`src/hdl/srp_pkg.sv`:
```
// shared types and constants of the s-record loader
package srp_pkg;

  typedef enum logic [1:0] {
    KIND_WRITE = 2'd0,
    KIND_START = 2'd1,
    KIND_DONE  = 2'd2,
    KIND_ERROR = 2'd3
  } kind_e;

  typedef enum logic [1:0] {
    ERR_START     = 2'd0,
    ERR_MALFORMED = 2'd1,
    ERR_CHECKSUM  = 2'd2
  } err_e;

  typedef enum logic [1:0] {
    TYPE_S0 = 2'd0,
    TYPE_S1 = 2'd1,
    TYPE_S9 = 2'd2
  } rec_type_e;

  localparam logic [7:0] ChS       = 8'h53;
  localparam logic [7:0] ChNewline = 8'h0A;
  localparam logic [7:0] ChZero    = 8'h30;
  localparam logic [7:0] ChOne     = 8'h31;
  localparam logic [7:0] ChNine    = 8'h39;
  localparam logic [7:0] MinLength = 8'd3;
  localparam logic [7:0] SumGood   = 8'hFF;

  typedef struct packed {
    logic      eof;
    logic      is_s;
    logic      is_nl;
    logic      typ_ok;
    rec_type_e typ;
    logic      hex_ok;
    logic [3:0] nib;
  } token_t;

  typedef struct packed {
    kind_e       kind;
    logic [15:0] address;
    logic [7:0]  data;
    err_e        error_code;
  } result_t;

endpackage

```
`src/hdl/srp_front.sv`:
```
// character classifier and token queue
module srp_front (
  input  logic            clk_i,
  input  logic            rst_ni,
  input  logic            push_i,
  output logic            full_o,
  input  logic [7:0]      ch_i,
  input  logic            end_of_file_i,
  output logic            tok_valid_o,
  output srp_pkg::token_t tok_o,
  input  logic            tok_pop_i
);
  import srp_pkg::*;

  token_t     tok_d;
  token_t     tok_q [2];
  logic       wr_ptr_q, rd_ptr_q;
  logic [1:0] cnt_q;
  logic       do_push, do_pop;

  always_comb begin
    tok_d        = '0;
    tok_d.eof    = end_of_file_i;
    tok_d.is_s   = (ch_i == ChS);
    tok_d.is_nl  = (ch_i == ChNewline);
    tok_d.typ_ok = 1'b1;
    tok_d.typ    = TYPE_S0;
    if (ch_i == ChOne) begin
      tok_d.typ = TYPE_S1;
    end else if (ch_i == ChNine) begin
      tok_d.typ = TYPE_S9;
    end else if (ch_i != ChZero) begin
      tok_d.typ_ok = 1'b0;
    end
    tok_d.hex_ok = 1'b1;
    case (ch_i) inside
      [8'h30:8'h39]: tok_d.nib = ch_i[3:0];
      [8'h41:8'h46], [8'h61:8'h66]: tok_d.nib = ch_i[3:0] + 4'd9;
      default: begin
        tok_d.hex_ok = 1'b0;
        tok_d.nib    = 4'd0;
      end
    endcase
  end

  assign full_o      = (cnt_q == 2'd2);
  assign tok_valid_o = (cnt_q != 2'd0);
  assign tok_o       = tok_q[rd_ptr_q];
  assign do_push     = push_i && !full_o;
  assign do_pop      = tok_pop_i && tok_valid_o;

  always_ff @(posedge clk_i) begin
    if (do_push) begin
      tok_q[wr_ptr_q] <= tok_d;
    end
  end

  always_ff @(posedge clk_i or negedge rst_ni) begin
    if (!rst_ni) begin
      wr_ptr_q <= 1'b0;
      rd_ptr_q <= 1'b0;
      cnt_q    <= 2'd0;
    end else begin
      if (do_push) wr_ptr_q <= ~wr_ptr_q;
      if (do_pop)  rd_ptr_q <= ~rd_ptr_q;
      case ({do_push, do_pop})
        2'b10:   cnt_q <= cnt_q + 2'd1;
        2'b01:   cnt_q <= cnt_q - 2'd1;
        default: cnt_q <= cnt_q;
      endcase
    end
  end

endmodule

```
`src/hdl/srp_back.sv`:
```
// record parser state machine and result queue
module srp_back (
  input  logic             clk_i,
  input  logic             rst_ni,
  input  logic             tok_valid_i,
  input  srp_pkg::token_t  tok_i,
  output logic             tok_pop_o,
  output logic             empty_o,
  input  logic             pop_i,
  output srp_pkg::result_t res_o
);
  import srp_pkg::*;

  typedef enum logic [7:0] {
    PH_START = 8'b0000_0001,
    PH_TYPE  = 8'b0000_0010,
    PH_LEN   = 8'b0000_0100,
    PH_AHI   = 8'b0000_1000,
    PH_ALO   = 8'b0001_0000,
    PH_DATA  = 8'b0010_0000,
    PH_CHECK = 8'b0100_0000,
    PH_EOL   = 8'b1000_0000
  } phase_e;

  phase_e      phase_d, phase_q;
  rec_type_e   type_d, type_q;
  logic [3:0]  hi_d, hi_q;
  logic        pend_d, pend_q;
  logic [7:0]  left_d, left_q;
  logic [15:0] addr_d, addr_q;
  logic [7:0]  sum_d, sum_q;
  logic        halt_d, halt_q;

  logic        emit;
  result_t     res_d;
  logic [7:0]  byte_v, sum_n, left_n;

  result_t     res_q [2];
  logic        wr_ptr_q, rd_ptr_q;
  logic [1:0]  cnt_q;
  logic        space, take, do_push, do_pop;

  assign space     = (cnt_q != 2'd2);
  assign take      = tok_valid_i && space;
  assign tok_pop_o = take;
  assign byte_v    = {hi_q, tok_i.nib};
  assign sum_n     = sum_q + byte_v;
  assign left_n    = left_q - 8'd1;

  always_comb begin
    phase_d = phase_q;
    type_d  = type_q;
    hi_d    = hi_q;
    pend_d  = pend_q;
    left_d  = left_q;
    addr_d  = addr_q;
    sum_d   = sum_q;
    halt_d  = halt_q;
    emit    = 1'b0;
    res_d   = '0;
    if (take && !halt_q) begin
      if (tok_i.eof) begin
        halt_d = 1'b1;
        emit   = 1'b1;
        if (phase_q == PH_START || phase_q == PH_EOL) begin
          res_d.kind = KIND_DONE;
        end else begin
          res_d.kind       = KIND_ERROR;
          res_d.error_code = ERR_MALFORMED;
        end
      end else begin
        unique case (phase_q)
          PH_START: begin
            if (!tok_i.is_s) begin
              halt_d     = 1'b1;
              emit       = 1'b1;
              res_d.kind = KIND_ERROR;
            end else begin
              phase_d = PH_TYPE;
            end
          end
          PH_TYPE: begin
            if (!tok_i.typ_ok) begin
              halt_d     = 1'b1;
              emit       = 1'b1;
              res_d.kind = KIND_ERROR;
            end else begin
              type_d  = tok_i.typ;
              sum_d   = 8'd0;
              pend_d  = 1'b0;
              hi_d    = 4'd0;
              left_d  = 8'd0;
              phase_d = PH_LEN;
            end
          end
          PH_EOL: begin
            if (tok_i.is_nl) phase_d = PH_START;
          end
          default: begin
            if (!tok_i.hex_ok) begin
              halt_d           = 1'b1;
              emit             = 1'b1;
              res_d.kind       = KIND_ERROR;
              res_d.error_code = ERR_MALFORMED;
            end else if (!pend_q) begin
              hi_d   = tok_i.nib;
              pend_d = 1'b1;
            end else begin
              pend_d = 1'b0;
              sum_d  = sum_n;
              unique case (phase_q)
                PH_LEN: begin
                  if (byte_v < MinLength) begin
                    halt_d           = 1'b1;
                    emit             = 1'b1;
                    res_d.kind       = KIND_ERROR;
                    res_d.error_code = ERR_MALFORMED;
                  end else begin
                    left_d  = byte_v - MinLength;
                    phase_d = PH_AHI;
                  end
                end
                PH_AHI: begin
                  addr_d  = {byte_v, 8'd0};
                  phase_d = PH_ALO;
                end
                PH_ALO: begin
                  addr_d  = {addr_q[15:8], byte_v};
                  phase_d = (left_q == 8'd0) ? PH_CHECK : PH_DATA;
                end
                PH_DATA: begin
                  left_d = left_n;
                  if (left_n == 8'd0) phase_d = PH_CHECK;
                  if (type_q == TYPE_S1) begin
                    emit          = 1'b1;
                    res_d.kind    = KIND_WRITE;
                    res_d.address = addr_q;
                    res_d.data    = byte_v;
                    addr_d        = addr_q + 16'd1;
                  end
                end
                default: begin
                  phase_d = PH_EOL;
                  if (type_q != TYPE_S0 && sum_n != SumGood) begin
                    halt_d           = 1'b1;
                    emit             = 1'b1;
                    res_d.kind       = KIND_ERROR;
                    res_d.error_code = ERR_CHECKSUM;
                  end else if (type_q == TYPE_S9) begin
                    emit          = 1'b1;
                    res_d.kind    = KIND_START;
                    res_d.address = addr_q;
                  end
                end
              endcase
            end
          end
        endcase
      end
    end
  end

  always_ff @(posedge clk_i or negedge rst_ni) begin
    if (!rst_ni) begin
      phase_q <= PH_START;
      type_q  <= TYPE_S0;
      hi_q    <= 4'd0;
      pend_q  <= 1'b0;
      left_q  <= 8'd0;
      addr_q  <= 16'd0;
      sum_q   <= 8'd0;
      halt_q  <= 1'b0;
    end else begin
      phase_q <= phase_d;
      type_q  <= type_d;
      hi_q    <= hi_d;
      pend_q  <= pend_d;
      left_q  <= left_d;
      addr_q  <= addr_d;
      sum_q   <= sum_d;
      halt_q  <= halt_d;
    end
  end

  // result queue
  assign empty_o = (cnt_q == 2'd0);
  assign res_o   = res_q[rd_ptr_q];
  assign do_push = emit;
  assign do_pop  = pop_i && !empty_o;

  always_ff @(posedge clk_i) begin
    if (do_push) begin
      res_q[wr_ptr_q] <= res_d;
    end
  end

  always_ff @(posedge clk_i or negedge rst_ni) begin
    if (!rst_ni) begin
      wr_ptr_q <= 1'b0;
      rd_ptr_q <= 1'b0;
      cnt_q    <= 2'd0;
    end else begin
      if (do_push) wr_ptr_q <= ~wr_ptr_q;
      if (do_pop)  rd_ptr_q <= ~rd_ptr_q;
      case ({do_push, do_pop})
        2'b10:   cnt_q <= cnt_q + 2'd1;
        2'b01:   cnt_q <= cnt_q - 2'd1;
        default: cnt_q <= cnt_q;
      endcase
    end
  end

endmodule

```
`src/hdl/srecord_loader_parser.sv`:
```
// top level of the s-record loader
// Takes one character per cycle and keeps that rate as long as results are popped; a
// character's result passes the classifier queue, then the parser state machine into the
// result queue, before it can be popped. Each side has a two-entry queue,
// so full rises only when the parser is held up by a full result queue. After an error
// or the end-of-file transaction the parser ignores all further characters until reset.
module srecord_loader_parser (
  input  logic        clk_i,
  input  logic        rst_ni,
  input  logic        push,
  output logic        full,
  input  logic [7:0]  ch_i,
  input  logic        end_of_file_i,
  output logic        empty,
  input  logic        pop,
  output logic [1:0]  kind_o,
  output logic [15:0] address_o,
  output logic [7:0]  data_o,
  output logic [1:0]  error_code_o
);
  import srp_pkg::*;

  token_t  tok;
  logic    tok_valid, tok_pop;
  result_t res;

  srp_front u_front (
    .clk_i         (clk_i),
    .rst_ni        (rst_ni),
    .push_i        (push),
    .full_o        (full),
    .ch_i          (ch_i),
    .end_of_file_i (end_of_file_i),
    .tok_valid_o   (tok_valid),
    .tok_o         (tok),
    .tok_pop_i     (tok_pop)
  );

  srp_back u_back (
    .clk_i       (clk_i),
    .rst_ni      (rst_ni),
    .tok_valid_i (tok_valid),
    .tok_i       (tok),
    .tok_pop_o   (tok_pop),
    .empty_o     (empty),
    .pop_i       (pop),
    .res_o       (res)
  );

  assign kind_o       = res.kind;
  assign address_o    = res.address;
  assign data_o       = res.data;
  assign error_code_o = res.error_code;

endmodule

```
`config.mk`:
```
export PLATFORM = sky130hd
export DESIGN_NAME = srecord_loader_parser
export DESIGN_NICKNAME = d
export VERILOG_FILES = /design/src/hdl/srp_pkg.sv /design/src/hdl/srp_front.sv /design/src/hdl/srp_back.sv /design/src/hdl/srecord_loader_parser.sv
export SDC_FILE = /design/constraint.sdc
export NUM_CORES = 1
export LEC_CHECK = 0
export ABC_CLOCK_PERIOD_IN_PS = 6000
export BUFFER_PORTS_ARGS = -buffer_cell sky130_fd_sc_hd__buf_2
export CORE_ASPECT_RATIO = 0.5
export CORE_MARGIN = 4
export CORE_UTILIZATION = 61
export DETAILED_ROUTE_END_ITERATION = 10
export PLACE_DENSITY = 0.79
export SLEW_MARGIN = 20
export SYNTH_ARGS = -nofsm -noshare
export SYNTH_HDL_FRONTEND = slang
export SYNTH_SLANG_ARGS = --single-unit
```
`constraint.sdc`:
```
create_clock -name clk_i -period 6 [get_ports clk_i]
set_input_delay 0.3 -clock clk_i [delete_from_list [all_inputs] [get_ports clk_i]]
set_output_delay 0.3 -clock clk_i [all_outputs]
set_load 0.01 [all_outputs]
```
**Word-level counts from Yosys, hierarchy flattened**

Memory sizes are Yosys's and may differ from the RTL's.
Cells that the tools add are included.

- Add/subtract/negate cells: 9
- Magnitude comparators: 7
- Equality and inequality tests: 36
- Multiplexer cells: 90
- Bitwise operators: 8
- Reductions and logical operators: 42

Operators by type and width:

| kind | count |
|---|---|
| $mux W8 | 14 |
| $mux W24 | 3 |
| $mux W28 | 2 |
| $pmux W16 S3 | 1 |
| $pmux W8 S2 | 3 |
| $mux W1 | 32 |
| $mux W16 | 2 |
| $pmux W16 S2 | 1 |
| $pmux W8 S4 | 1 |
| $mux W26 | 1 |
| $eq A8 B6 Y1 const B | 3 |
| $pmux W8 S3 | 1 |
| $reduce_and A8 Y1 | 3 |
| $mux W2 | 11 |
| $mux W4 | 5 |
| $mux W17 | 1 |
| $add A16 B1 Y16 const B | 1 |
| $eq A8 B4 Y1 const B | 2 |
| $ge A8 B7 Y1 const B | 2 |
| $le A8 B7 Y1 const B | 2 |
| $logic_not A8 Y1 | 2 |
| $reduce_bool A2 Y1 | 7 |
| $ne A6 B6 Y1 const B | 2 |
| $pmux W2 S2 | 3 |
| other kinds (44) | 87 |

- Register bits after elaboration: 56
- Memory bits (writable): 78
- Bits of input ports: 13
- Output and inout port bits: 30
- Logic and storage cells: 209
- Memories: 2

Memories:

| memory | depth | bits a word | rd ports | clocked after Yosys merged registers in | wr ports | line | source |
|---|---|---|---|---|---|---|---|
| u_back.res_q | 2 | 28 | 1 | 0 | 1 | srp_back.sv:38 | `result_t res_q [2];` |
| u_front.tok_q | 2 | 11 | 1 | 0 | 1 | srp_front.sv:16 | `token_t tok_q [2];` |

**Depth between registers and ports, before layout**

Gate-level depths: netlist (run 1).
An unclocked memory read counts as a cell.

- Depth after elaboration: 13
- Mapped depth: 16
- Depth with buffers taken out: 14

**By module**

Synthesis (run 1) repeated with hierarchy kept, for this count alone.

- Cells, all modules: 639
- Area total of the unflattened synthesis: 7065.5 um^2

By module, submodules not included:

| module | times used | cells an instance | area an instance (um^2) | sequential area each (um^2) |
|---|---|---|---|---|
| srp_back | 1 | 548 | 5803.1 | 2984.1 |
| srp_front | 1 | 91 | 1262.5 | 760.7 |

**Least setup slack after synthesis (run 1)**

OpenSTA, ideal clock, no wires.

- Path kind: reg-to-reg
- Start point: register u_front.rd_ptr_q
- End point: memory u_back.res_q[1][0] (netlist name), enable pin
- Setup time: 0.413 ns
- Arrival time: 4.149 ns
- Required time: 5.587 ns
- Path slack: 1.438 ns
- Cell stages (with the launch flop): 14
- Buffers on the path: 2
- Clock period less this slack: 4.562 ns
- Cells stage by stage: dfrtp_1 -> buf_6 -> buf_2 -> mux2i_1 -> inv_1 -> ha_1 -> fa_1 -> a211oi_1 -> o21bai_1 -> a21oi_1 -> xor2_1 -> o32a_1 -> o21ai_2 -> nor2_1

- Longest elaborated chain between the ends: 13
- Elaborated cells between the ends (all ways): 17
- Those cells by class: 1 x add/sub; 1 x order compare; 1 x eq/ne; 12 x mux; 1 x reduce/logical; 1 x memory

Ends and longest elaborated chain:

| what | line | source |
|---|---|---|
| from (decl) | srp_front.sv:17 | `logic wr_ptr_q, rd_ptr_q;` |
| from (signal assigned) | srp_front.sv:65 | `if (do_pop) rd_ptr_q <= ~rd_ptr_q;` |
| $mem_v2 Z2 W11 (*) | n/a |  |
| $add A8 B8 Y8 | srp_back.sv:47 | `assign sum_n = sum_q + byte_v;` |
| $ne A8 B8 Y1 | srp_back.sv:144 | `if (type_q != TYPE_S0 && sum_n != SumGood) begin` |
| $logic_and A1 B1 Y1 | srp_back.sv:144 |  |
| $mux W1 | srp_back.sv:144 |  |
| $pmux W1 S3 | srp_back.sv:111 | `unique case (phase_q)` |
| $mux W1 | srp_back.sv:105 | `end else if (!pend_q) begin` |
| $mux W1 | srp_back.sv:100 | `if (!tok_i.hex_ok) begin` |
| $pmux W1 S3 | srp_back.sv:72 | `unique case (phase_q)` |
| $mux W1 (*) | srp_back.sv:62 | `if (tok_i.eof) begin` |
| $mux W1 (*) | srp_back.sv:61 | `if (take && !halt_q) begin` |
| $mux W1 (*) | srp_back.sv:192 | `if (do_push) begin` |
| $mux W1 (not written as such) (*) | srp_back.sv:193 | `res_q[wr_ptr_q] <= res_d;` |
| to (decl) | srp_back.sv:38 |  |

Mark *: on every way between the ends. The rest lies on a longest branch, timed or not.

**Final worst setup path (run 1)**

- Start point: register u_front.rd_ptr_q
- End point: register u_back.cnt_q[1]

- Longest elaborated chain between the ends: 13
- Elaborated cells between the ends (all ways): 19
- Those cells by class: 1 x add/sub; 1 x order compare; 3 x eq/ne; 11 x mux; 2 x reduce/logical; 1 x memory

Ends and longest elaborated chain:

| what | line | source |
|---|---|---|
| $mem_v2 Z2 W11 (*) | n/a |  |
| $add A8 B8 Y8 | srp_back.sv:47 |  |
| $ne A8 B8 Y1 | srp_back.sv:144 |  |
| $logic_and A1 B1 Y1 | srp_back.sv:144 |  |
| $mux W1 | srp_back.sv:144 |  |
| $pmux W1 S3 | srp_back.sv:111 |  |
| $mux W1 | srp_back.sv:105 |  |
| $mux W1 | srp_back.sv:100 |  |
| $pmux W1 S3 | srp_back.sv:72 |  |
| $mux W1 (*) | srp_back.sv:62 |  |
| $mux W1 (*) | srp_back.sv:61 |  |
| $eq A2 B1 Y1 or $eq A2 B2 Y1 (tied branches) | srp_back.sv:205 | `case ({do_push, do_pop})` |
| $pmux W2 S2 or $reduce_bool A2 Y1 (tied branches) | n/a |  |
| to (signal assigned) | srp_back.sv:206 | `2'b10: cnt_q <= cnt_q + 2'd1;` |
| to (signal assigned) | srp_back.sv:207 | `2'b01: cnt_q <= cnt_q - 2'd1;` |
| to (signal assigned) | srp_back.sv:208 | `default: cnt_q <= cnt_q;` |
| to (decl) | srp_back.sv:40 | `logic [1:0] cnt_q;` |

Marked as above.
A chain may end at the register's enable or synchronous reset.

==> run metrics, run 1 <==
status=finished clean; Hold Buf Count CTS=0; CTS tree=built; vias in the first global route=5040; CTS root buffer=clkbuf_16; wire per inst=18.0 um; Worst Path Buf+Inv=1; CP Capture Type=register; slowest CP cell=dfrtp_1; routed vias=5194; RSZ-0062 raised after global routing=no; initial antenna violation count=0; CP delay by family, top=adder cells; final WL=15.2 mm; CP cell instances=mux2i_1 > inv_1 > ha_1 > fa_1 > a211oi_1 > nor2_1 > xor2_1 > nand4_1 > o32a_1 > o21ai_2 > ha_1 > nor2_1 > xnor2_1; peak fanout along the critical path=15; hold crit path type=primary input to asynchronous set/reset pin; remaining antenna violation count=0; Psw=0.916 mW; power share of the clock group=36.6%; Post-CTS Resized=0; Worst Setup Start Kind=register; Max-Slew Margin vs Limit=36.3%; PortBufs=42; Clock Skew=0.00922 ns; Post-synth ARST share=41.8%; Crit path largest cell delay=0.83 ns; Critical Path RT=6.35 ns; global-route wire length before repair=25.4 mm; Post-synth EDFFs=78; drc violations=0; number of max-cap violations=0; Power Dens Cells=372 nW/um2; Starting Density=63.8%; clk_lat worst skew=0.42 ns; # diodes=0; Syn Area/Cell=11.3 um2; Comb power frac=25.1%; Netlist Area Pre-Place=7150 um2; io pins=43; power share of the sequential group=38.3%; P&R area growth vs syn=13.0%; Cell Rows=27; setup TNS=0 ns; Design Power=3.01 mW; post-CTS setup buffers=0; clock sinks=134; htree depth=4; Int Pwr=2.09 mW; TritonCTS Buffers=17; Tmin final=4.39 ns; GRT Total Usage=23.5%; Critical Path AT=4.74 ns; setup violation total in the final timing report=0; Setup Crit Path Kind=register to register; share of cells above drive strength 1=20.3%; NumNets Final=708; Initial DRC Count=446; via-per-instance ratio=6.13; Die ar.=13600 um2; post-synthesis sequential area ratio=52.4%; final hold violations=0; DIE HEIGHT=84.6 um; Leak Pwr=3.29 nW; sw frac=30.4%; core footprint=11200 um2; post-synth cell types=71; Yosys reg bits=134; Syn Inst Count=635; Pre-antenna DRT Iters=5; largest net degree at the start of global routing=57; routability cong.=0.928; Die X-Extent=161 um; final max-slew violation count=0; Max clock buf depth=2; Period Utilization, post-route=73.2%; maximum clock frequency=228 MHz; placed wire-length estimate=10.3 mm; maximum VDD drop=0.245 mV; worst-margin pin slew=0.953 ns; fill cell count=774; CTS clk-pin slew, worst paths=0.06 ns; GRT Residual Overflow=0; Post-synth top flop=edfxtp_1; Synth Warn #=0; Post-Synthesis Net Count=667
## metal layers
layer / share of wire (%) / GRT usage (%) / vias to the layer above / routed length [um]
met4: 2.0 / 7.82 / 0 / 302
met2: 46 / 37.8 / 196 / 7010
met1: 45 / 31.5 / 2532 / 6890
li1: - / - / 2428 / -
met3: 6.7 / 6.23 / 38 / 1020
met5: 0 / 0 / - / 0
## final cells by class
class                      count  area (um2)  share of cell area [%]
sequential                   134        3740                    46.3
multi-input combinational    457        3190                    39.5
clock buffer                  18         429                    5.31
timing repair buffer          47         248                    3.07
clock inverter                14         200                    2.48
tap                          159         199                    2.46
inverter                      19        71.3                   0.882
## cell families after synthesis
| family | after synthesis | synth area share, % |
|---|---|---|
| AOI/OAI and AO/OA | 136 | 12.7 |
| xor gates and xnor gates | 28 | 3.43 |
| adders and majority gates | 19 | 3.43 |
| buffers and inverters | 44 | 3.08 |
| DFF | 134 | 52.4 |
| muxes | 49 | 7.91 |
| and+or+nand+nor | 225 | 17.1 |
## cell usage after synthesis, types with 3 or more instances
library cell / number / share of area [%]
nor3b_1: 3 / 0.31
nor2b_1: 9 / 0.79
dfrtp_1: 55 / 19
nor2_1: 52 / 2.7
a22o_1: 16 / 2.0
and3_1: 11 / 0.96
a21oi_1: 26 / 1.8
mux2_4: 7 / 1.5
mux2_2: 32 / 5.0
o21ai_0: 46 / 3.2
nor4_1: 7 / 0.61
a31oi_1: 6 / 0.52
o22ai_1: 3 / 0.26
inv_1: 19 / 1.0
nor4_4: 3 / 0.89
clkbuf_1: 12 / 0.63
buf_2: 5 / 0.35
nor3_1: 13 / 0.91
a32oi_1: 3 / 0.37
and2_1: 22 / 1.9
nand2_1: 59 / 3.1
xnor2_1: 16 / 2.0
o21ai_1: 4 / 0.28
buf_6: 6 / 0.94
nand4_1: 3 / 0.26
ha_1: 18 / 3.1
o211ai_1: 4 / 0.42
edfxtp_1: 78 / 33
nand3_1: 12 / 0.84
xor2_1: 12 / 1.5
nand2b_1: 7 / 0.61
or3_1: 3 / 0.26
o31ai_2: 3 / 0.52
mux2i_1: 10 / 1.4
## cell usage in the layout, fill, tap and decap left out, types with 9 or more instances in the layout
cell / netlist / final
nor2b_1: 9 / 9
xnor2_1: 16 / 16
buf_2: 5 / 42
nand2_1: 59 / 59
mux2_2: 32 / 32
a21oi_1: 26 / 26
edfxtp_1: 78 / 78
clkbuf_16: 0 / 17
xor2_1: 12 / 12
dfrtp_1: 55 / 55
mux2i_1: 10 / 10
and3_1: 11 / 11
nor3_1: 13 / 13
inv_1: 19 / 19
a22o_1: 16 / 16
nand3_1: 12 / 12
and2_1: 22 / 22
ha_1: 18 / 18
o21ai_0: 46 / 46
nor2_1: 52 / 50
## per-stage QoR
| stage | cells | hold slack, ns | util, % | instance area (um2) | worst slack [ns] |
|---|---|---|---|---|---|
| 6_report | 848 | 0.0254 | 72.1 | 8080 | 1.61 |
| 5_1_grt | 848 | 0.0768 | 72.1 | 8080 | 1.34 |
| 4_1_cts | 848 | 0.0625 | 72.1 | 8080 | 1.64 |
| 3_5_place_dp | 816 | 0.469 | 66.5 | 7450 | 1.68 |
| 3_3_place_gp | 816 | 0.456 | 66.5 | 7450 | 1.89 |
| 2_1_floorplan | 635 | 0.00441 | - | 7150 | 1.44 |
## worst register-to-register path, stage by stage, from the launching register on
cell	delay, ns
dfrtp_1	0.83
mux2i_1	0.49
inv_1	0.20
ha_1	0.28
fa_1	0.43
a211oi_1	0.28
nor2_1	0.10
xor2_1	0.21
nand4_1	0.20
o32a_1	0.45
o21ai_2	0.28
ha_1	0.30
nor2_1	0.15
xnor2_1	0.13
## path summary, 6_finish.rpt
path | to | startpoint | slack (ns) | cells past startpoint
setup / recovery | u_back.cnt_q[1]$_DFFE_PN0P_ | u_front.rd_ptr_q$_DFFE_PN0P_ | 1.61 | 13
max in group asynchronous | u_back.addr_q[2]$_DFFE_PN0P_ | rst_ni | 5.46 | 2
setup reg to reg | u_back.cnt_q[1]$_DFFE_PN0P_ | u_front.rd_ptr_q$_DFFE_PN0P_ | 1.61 | 13
hold / removal | u_front.cnt_q[0]$_DFFE_PN0P_ | rst_ni | 0.03 | 2
min in group clk_i | u_front.tok_q[1][10]$_DFFE_PP_ | end_of_file_i | 0.08 | 1
hold reg to reg | u_back.rd_ptr_q$_DFFE_PN0P_ | u_back.rd_ptr_q$_DFFE_PN0P_ | 0.47 | 1
## power groups by stage
stage               clock, mW  sequential, mW  combinational, mW
finish                   1.10            1.15              0.755
global route             1.16            1.16              0.832
CTS                      1.11            1.15              0.760
detailed placement          0            1.17              0.750
global placement            0            1.16              0.734
floorplan                   0            1.11              0.596
## state kept, by name, indices dropped and copies added (netlist names), 4 cells and up
name and cells:
u_back.addr_q 16, u_back.hi_q 4, u_back.left_q 8, u_back.phase_q 8
u_back.res_q 56, u_back.sum_q 8, u_front.tok_q 22
Note: power is estimated with default switching activity, not from simulation.
==> inputs of run 2 (changes only) <==
--- a/config.mk
+++ b/config.mk
@@ -5,13 +5,13 @@
 export SDC_FILE = /design/constraint.sdc
 export NUM_CORES = 1
 export LEC_CHECK = 0
-export ABC_CLOCK_PERIOD_IN_PS = 6000
+export ABC_CLOCK_PERIOD_IN_PS = 3700
 export BUFFER_PORTS_ARGS = -buffer_cell sky130_fd_sc_hd__buf_2
 export CORE_ASPECT_RATIO = 0.5
 export CORE_MARGIN = 4
-export CORE_UTILIZATION = 61
+export CORE_UTILIZATION = 55
 export DETAILED_ROUTE_END_ITERATION = 10
-export PLACE_DENSITY = 0.79
+export PLACE_DENSITY = 0.75
 export SLEW_MARGIN = 20
 export SYNTH_ARGS = -nofsm -noshare
 export SYNTH_HDL_FRONTEND = slang
==> constraint.sdc (replaced) <==
create_clock -name clk_i -period 3.7 [get_ports clk_i]
set_input_delay 0.185 -clock clk_i [delete_from_list [all_inputs] [get_ports clk_i]]
set_output_delay 0.185 -clock clk_i [all_outputs]
set_load 0.01 [all_outputs]
==> run 2 against run 1 <==
  * Critical endpoint is now u_back.res_q[0][18]$_DFFE_PP_
  * Core utilization is 7.3 points lower
  * Critical path depth is 1 lower
  * Maximum frequency is 25% higher
  * Sequential cell count stayed put
  * Routed wire length is 5.4% higher
  * Die area is 10% higher
  * Design area is 1.7% higher
  * Hold slack better by 0.057 ns
  * Register-to-register slack worse by 1.4 ns
  * Non-clock buffer count is 15 higher
  * Clock power is 48% higher
  * Clock skew is 0.00092 ns higher
  * Critical path type unchanged
==> run metrics, run 2 (synthesis results as in run 1) <==
Period Utilization, post-route=94.7% (was 73.2%); Worst Setup Start Kind=register (unchanged); setup TNS=0 ns (unchanged); global-route wire length before repair=25.9 mm (was 25.4 mm); CP delay by family, top=compound AO/OA/AOI/OAI gates (was adder cells); largest net degree at the start of global routing=31 (was 57); DIE HEIGHT=88.6 um (was 84.6 um); placed wire-length estimate=11.0 mm (was 10.3 mm); NumNets Final=724 (was 708); final hold violations=0 (unchanged); Reg with most FFs=u_back.res_q (unchanged); metal3 WL=1.21 mm (was 1.02 mm); final max-slew violation count=0 (unchanged); core footprint=12700 um2 (was 11200 um2); most common cell after layout, fill and taps aside=edfxtp_1 (unchanged); clk_lat worst skew=0.42 ns (about the same); PortBufs=42 (unchanged); Die ar.=15000 um2 (was 13600 um2); Worst Path Buf+Inv=2 (was 1); Max clock buf depth=2 (unchanged); via-per-instance ratio=5.98 (was 6.13); Power Dens Cells=590 nW/um2 (was 372 nW/um2); DP Area=7600 um2 (was 7450 um2); Initial DRC Count=451 (was 446); share of cells above drive strength 1=22.4% (was 20.3%); io pins=43 (unchanged); final instance area=8220 um2 (was 8080 um2); Cell Rows=29 (was 27); final WL=16.0 mm (was 15.2 mm); P&R area growth vs syn=15.0% (was 13.0%); routed vias=5231 (was 5194); CP cell instances=mux2i_4 > inv_1 > ha_1 > fa_1 > a211oi_2 > o21bai_1 > a21oi_1 > xor2_1 > o32a_1 > o21ai_4 > buf_4 > nor2_4 (was mux2i_1 > inv_1 > ha_1 > fa_1 > a211oi_1 > nor2_1 > xor2_1 > nand4_1 > o32a_1 > o21ai_2 > ha_1 > nor2_1 > xnor2_1); Layout Cells excl Fill=875 (was 848); Pre-antenna DRT Iters=5 (unchanged); maximum clock frequency=285 MHz (was 228 MHz); Starting Density=56.3% (was 63.8%); CTS clk-pin slew, worst paths=0.06 ns (about the same); hold crit path type=primary input to register (was primary input to asynchronous set/reset pin); Crit path largest cell delay=0.46 ns (was 0.83 ns); status=finished clean (unchanged); peak fanout along the critical path=14 (was 15); setup violation total in the final timing report=0 (unchanged); DR WL met2=7.16 mm (was 7.01 mm); remaining antenna violation count=0 (unchanged); Clock Skew=0.0101 ns (was 0.00922 ns); CP Capture Type=register (unchanged); fill cell count=1004 (was 774); max reg flops=56 (unchanged); slowest CP cell=fa_1 (was dfrtp_1); largest registers=u_back.res_q: 56 flops, u_front.tok_q: 22 flops, u_back.addr_q: 16 flops (unchanged); Leak Pwr=3.33 nW (was 3.29 nW); Tmin final=3.50 ns (was 4.39 ns); number of max-cap violations=0 (unchanged); Setup Crit Path Kind=register to register (unchanged); max layer used=met4 (unchanged); TritonCTS Buffers=17 (unchanged); drc violations=0 (unchanged); routability cong.=0.992 (was 0.928); vias in the first global route=4988 (was 5040); clock sinks=134 (unchanged); placed cell count=839 (was 816); htree depth=4 (unchanged); GRT Residual Overflow=0 (unchanged); Max-Slew Margin vs Limit=40.4% (was 36.3%); worst-margin pin slew=0.891 ns (was 0.953 ns); WL met1=7.39 mm (was 6.89 mm); Die X-Extent=169 um (was 161 um); Critical Path AT=3.56 ns (was 4.74 ns); Critical Path RT=3.76 ns (was 6.35 ns); CTS tree=built (unchanged); CTS root buffer=clkbuf_16 (unchanged); maximum VDD drop=0.321 mV (was 0.245 mV); # diodes=0 (unchanged); GRT Total Usage=22.1% (was 23.5%); initial antenna violation count=0 (unchanged); commonest cells after routing, fill and taps aside=edfxtp_1, nand2_1, dfrtp_1 (unchanged); wire per inst=18.3 um (was 18.0 um)
==> run 2: changes by cell type in the layout (fill, tap and decap cells not counted), sizes merged <==
cell         previous run  this run
buf                    47        60
bufinv                  4         1
clkinv                  6         3
clkinvlp                2         3
dlygate4sd3             0         2
inv                    21        26
nor2                   53        54
==> run 2: metrics by stage <==
stage / total power [mW] / setup WS [ns] / hold WS, ns / utilization, %
floorplan: 2.79 / 0.0240 / -0.111 / -
global placement: 3.19 / 0.0923 / 0.272 / 59.8
detailed placement: 3.21 / 0.0415 / 0.272 / 59.8
CTS: 4.84 / 0.000107 / 0.0747 / 64.5
global route: 5.08 / -0.0389 / 0.111 / 64.7
finish: 4.85 / 0.196 / 0.0822 / 64.7
==> run 2: final timing paths <==
check	startpoint	to	slack, ns	cells after the start
max	u_front.rd_ptr_q$_DFFE_PN0P_	u_back.res_q[0][18]$_DFFE_PP_	0.20	12
min	push	u_front.wr_ptr_q$_DFFE_PN0P_	0.08	3
max reg2reg	u_front.rd_ptr_q$_DFFE_PN0P_	u_back.res_q[0][18]$_DFFE_PP_	0.20	12
min reg2reg	u_front.wr_ptr_q$_DFFE_PN0P_	u_front.wr_ptr_q$_DFFE_PN0P_	0.50	1
max in group asynchronous	rst_ni	u_front.rd_ptr_q$_DFFE_PN0P_	2.49	3
min in group asynchronous	rst_ni	u_back.addr_q[13]$_DFFE_PN0P_	0.36	2
==> run 2: worst min-delay path, delay by kind of cell <==
kind	cells	cell delay (ns)
simple gates	1	0.10
xor+xnor	1	0.07
buf+inv	1	0.10
==> run 2: routing by layer <==
| metal | GRT usage (%) | vias to the layer above |
|---|---|---|
| li1 | - | 2470 |
| met1 | 30.3 | 2535 |
| met2 | 35.2 | 196 |
| met3 | 5.89 | 30 |
| met4 | 6.79 | 0 |
| met5 | 0 | - |
==> run 2: final cells by class <==
| class | instances | area [um2] | area share [%] |
|---|---|---|---|
| sequential | 134 | 3750 | 45.6 |
| multi-input combinational | 458 | 3240 | 39.4 |
| clock buffer | 18 | 429 | 5.22 |
| timing repair buffer | 62 | 382 | 4.64 |
| tap | 170 | 213 | 2.59 |
| clock inverter | 14 | 140 | 1.70 |
| inverter | 19 | 71.3 | 0.867 |
==> run 2: report_power, final <==
| part | switching, mW | leakage (nW) | internal, mW |
|---|---|---|---|
| combinational | 0.772 | 1.57 | 0.610 |
| sequential | 0.130 | 1.49 | 1.71 |
| clock | 0.685 | 0.270 | 0.943 |
| total | 1.59 | 3.33 | 3.27 |
==> run 2: what timing repair did <==
item / 4_1_cts / 5_1_grt
gates resized for setup: 0 / 5
buffers inserted: 0 / 1
hold endpoints to repair: 30 / 0
hold buffers: 2 / 0
endpoints found under the setup margin: 0 / 90
==> inputs of run 3 (changes only) <==
--- a/config.mk
+++ b/config.mk
@@ -5,7 +5,7 @@
 export SDC_FILE = /design/constraint.sdc
 export NUM_CORES = 1
 export LEC_CHECK = 0
-export ABC_CLOCK_PERIOD_IN_PS = 3700
+export ABC_CLOCK_PERIOD_IN_PS = 2850
 export BUFFER_PORTS_ARGS = -buffer_cell sky130_fd_sc_hd__buf_2
 export CORE_ASPECT_RATIO = 0.5
 export CORE_MARGIN = 4
==> constraint.sdc (replaced) <==
create_clock -name clk_i -period 2.85 [get_ports clk_i]
set_input_delay 0.1425 -clock clk_i [delete_from_list [all_inputs] [get_ports clk_i]]
set_output_delay 0.1425 -clock clk_i [all_outputs]
set_load 0.01 [all_outputs]
==> run 3 against run 2 <==
  * Setup slack got worse by 0.74 ns
  * Count of clock-buffer cells in the layout unchanged
  * Sequential share of layout area decreased by 3.8 points
  * Sequential cell count did not move
  * Sequential power is 30% higher
  * Clock skew shrank 0.0035 ns
  * Routed wire length rose by 8.3%
  * Critical path type unchanged
  * Critical path depth up 2
  * The flow now finishes with violations (negative setup slack)
  * Maximum frequency up 3.3%
  * First-iteration DRC count rose by 4.0%
==> run metrics, run 3 (synthesis results as in run 1) <==
setup TNS=-43.09 ns (was 0 ns); DP Area=8000 um2 (was 7600 um2); Util after Layout=70.7% (was 64.7%); Leak Pwr=3.70 nW (was 3.33 nW); final WL=17.4 mm (was 16.0 mm); largest net degree at the start of global routing=45 (was 31); global-route wire length before repair=27.9 mm (was 25.9 mm); Hold EP=u_front.wr_ptr_q$_DFFE_PN0P_ (unchanged); reg2reg setup slack=-0.54 ns (was 0.20 ns); CTS root buffer=clkbuf_16 (unchanged); CTS clk-pin slew, worst paths=0.06 ns (about the same); htree depth=4 (unchanged); share of cells above drive strength 1=34.2% (was 22.4%); Cell Rows=29 (unchanged); vias in the first global route=5376 (was 4988); Worst Setup Start Kind=register (unchanged); GRT Total Usage=24.1% (was 22.1%); Max clock buf depth=2 (unchanged); worst reg-to-reg path cell count=14 (was 12); slowest CP cell=dfrtp_2 (was fa_1); worst-margin pin slew=0.903 ns (was 0.891 ns); CTS tree=built (unchanged); register area=3750 um2 (unchanged); final hold violations=0 (unchanged); P&R area growth vs syn=25.5% (was 15.0%); Critical Path AT=3.57 ns (was 3.56 ns); PortBufs=42 (unchanged); maximum clock frequency=295 MHz (was 285 MHz); wire per inst=18.6 um (was 18.3 um); placed wire-length estimate=11.5 mm (was 11.0 mm); number of max-cap violations=0 (unchanged); TritonCTS Buffers=17 (unchanged); hold crit path type=primary input to register (unchanged); launching point of the worst reg2reg path=u_front.rd_ptr_q$_DFFE_PN0P_ (unchanged); peak fanout along the critical path=14 (unchanged); Reg with most FFs=u_back.res_q (unchanged); Period Utilization, post-route=119% (was 94.7%); commonest cells after routing, fill and taps aside=edfxtp_1, buf_4, nand2_1 (was edfxtp_1, nand2_1, dfrtp_1); setup ws final=-0.541 ns (was 0.196 ns); io pins=43 (unchanged); Clock Skew=0.00659 ns (was 0.0101 ns); routability cong.=0.929 (was 0.992); status=finished with violations (was finished clean); Hold Path Stages=3 (unchanged); area of the multi-input gates=3450 um2 (was 3240 um2); initial antenna violation count=0 (unchanged); routed vias=5476 (was 5231); via-per-instance ratio=5.85 (was 5.98); max reg flops=56 (unchanged); setup violation total in the final timing report=98 (was 0); drc violations=0 (unchanged); clk_lat worst skew=0.42 ns (about the same); Setup Crit Path Kind=register to register (unchanged); maximum VDD drop=0.425 mV (was 0.321 mV); clock sinks=134 (unchanged); CP Capture Type=register (unchanged); # diodes=0 (unchanged); GRT Residual Overflow=0 (unchanged); Die X-Extent=169 um (unchanged); RSZ-0062 raised after global routing=yes; Max-Slew Margin vs Limit=39.6% (was 40.4%); final max-slew violation count=0 (unchanged); failing checks=negative setup slack; Starting Density=56.3% (unchanged); fill cell count=861 (was 1004); final instance area=8980 um2 (was 8220 um2); Pre-antenna DRT Iters=8 (was 5); Tmin final=3.39 ns (was 3.50 ns); Power Dens Cells=762 nW/um2 (was 590 nW/um2); DIE HEIGHT=88.6 um (unchanged); most common cell after layout, fill and taps aside=edfxtp_1 (unchanged); NumNets Final=786 (was 724); Critical Path RT=3.03 ns (was 3.76 ns); min-delay src=push (unchanged); core footprint=12700 um2 (unchanged); Initial DRC Count=469 (was 451); Crit path largest cell delay=0.41 ns (was 0.46 ns); Reg2Reg Capture Point=u_back.res_q[0][18]$_DFFE_PP_ (unchanged); largest registers=u_back.res_q: 56 flops, u_front.tok_q: 22 flops, u_back.addr_q: 16 flops (unchanged); remaining antenna violation count=0 (unchanged); Die ar.=15000 um2 (unchanged); CP cell instances=buf_12 > mux2i_4 > inv_2 > ha_1 > a211oi_2 > o31ai_2 > buf_4 > xor2_2 > nand4_1 > o32a_1 > o21ai_4 > buf_4 > nor2_4 > buf_12 (was mux2i_4 > inv_1 > ha_1 > fa_1 > a211oi_2 > o21bai_1 > a21oi_1 > xor2_1 > o32a_1 > o21ai_4 > buf_4 > nor2_4); worst slack, placed=-0.756 ns (was 0.0415 ns)
## run 3: cell count changes in the layout (fill, tap and decap cells not counted), moves of 4 or more
cell	change
ha_1	-4
and2_4	+16
and2_1	-16
buf_4	+54
buf_12	+5
nor2_2	+4
nor2_1	-4
## run 3: cell type report
class,count,share of cell area [%]
Timing Repair Buffer,123,10.1
Clock inverter,13,1.66
Multi-Input combinational cell,459,38.4
Inverter,19,0.795
Tap cell,170,2.37
Sequential cell,134,41.7
Clock buffer,18,4.89
## run 3: routing by layer
metal	vias to the layer above	part of all wire (%)	wire [um]	track usage, %
met5	-	0	0	0
met4	0	1.8	316	8.55
met3	28	7.5	1300	5.35
met2	217	46	8010	38.7
met1	2656	45	7750	32.8
li1	2575	-	-	-
## run 3: timing repair
action	in CTS	in global routing
resized for setup	23	14
hold buffers	2	0
setup endpoints to repair	100	104
endpoints found under the hold margin	14	0
cloned	2	0
setup buffers	12	5
pin swaps	20	15
## run 3: per-stage QoR
stage                     instances  total power, mW  hold WS [ns]
final                           936             6.84        0.0708
after global routing            936             7.15        0.0880
after CTS                       931             6.70        0.0660
after detailed placement        884             4.42        0.0512
after global placement          884             4.37        0.0537
after floorplan                 635             3.68        -0.153
## run 3: critical path: cells and delay by family (launching register included)
family | cells | cell delay [ns]
AOI/OAI and AO/OA | 4 | 1.02
xor gates and xnor gates | 1 | 0.18
adders and majority gates | 1 | 0.31
buffers and inverters | 5 | 0.75
DFF | 1 | 0.41
muxes | 1 | 0.25
and+or+nand+nor | 2 | 0.20
## run 3: worst max-delay path by stage
stage,slack (ns),to,depth (start not counted),startpoint
2_1_floorplan,-0.52,u_back.res_q[1][0]$_DFFE_PP_,13,u_front.rd_ptr_q$_DFFE_PN0P_
6_report,-0.54,u_back.res_q[0][18]$_DFFE_PP_,14,u_front.rd_ptr_q$_DFFE_PN0P_
3_3_place_gp,-0.60,u_back.res_q[1][25]$_DFFE_PP_,11,u_front.rd_ptr_q$_DFFE_PN0P_
5_1_grt,-0.70,u_back.cnt_q[1]$_DFFE_PN0P_,16,u_front.rd_ptr_q$_DFFE_PN0P_
3_5_place_dp,-0.76,u_back.res_q[1][24]$_DFFE_PP_,11,u_front.rd_ptr_q$_DFFE_PN0P_
4_1_cts,-0.37,u_back.cnt_q[1]$_DFFE_PN0P_,16,u_front.rd_ptr_q$_DFFE_PN0P_
## run 3: power breakdown
part	switching (mW)	total, mW	internal (mW)
clock	0.879	2.20	1.32
sequential	0.178	2.40	2.23
combinational	1.17	2.24	1.07
total	2.22	6.84	4.62
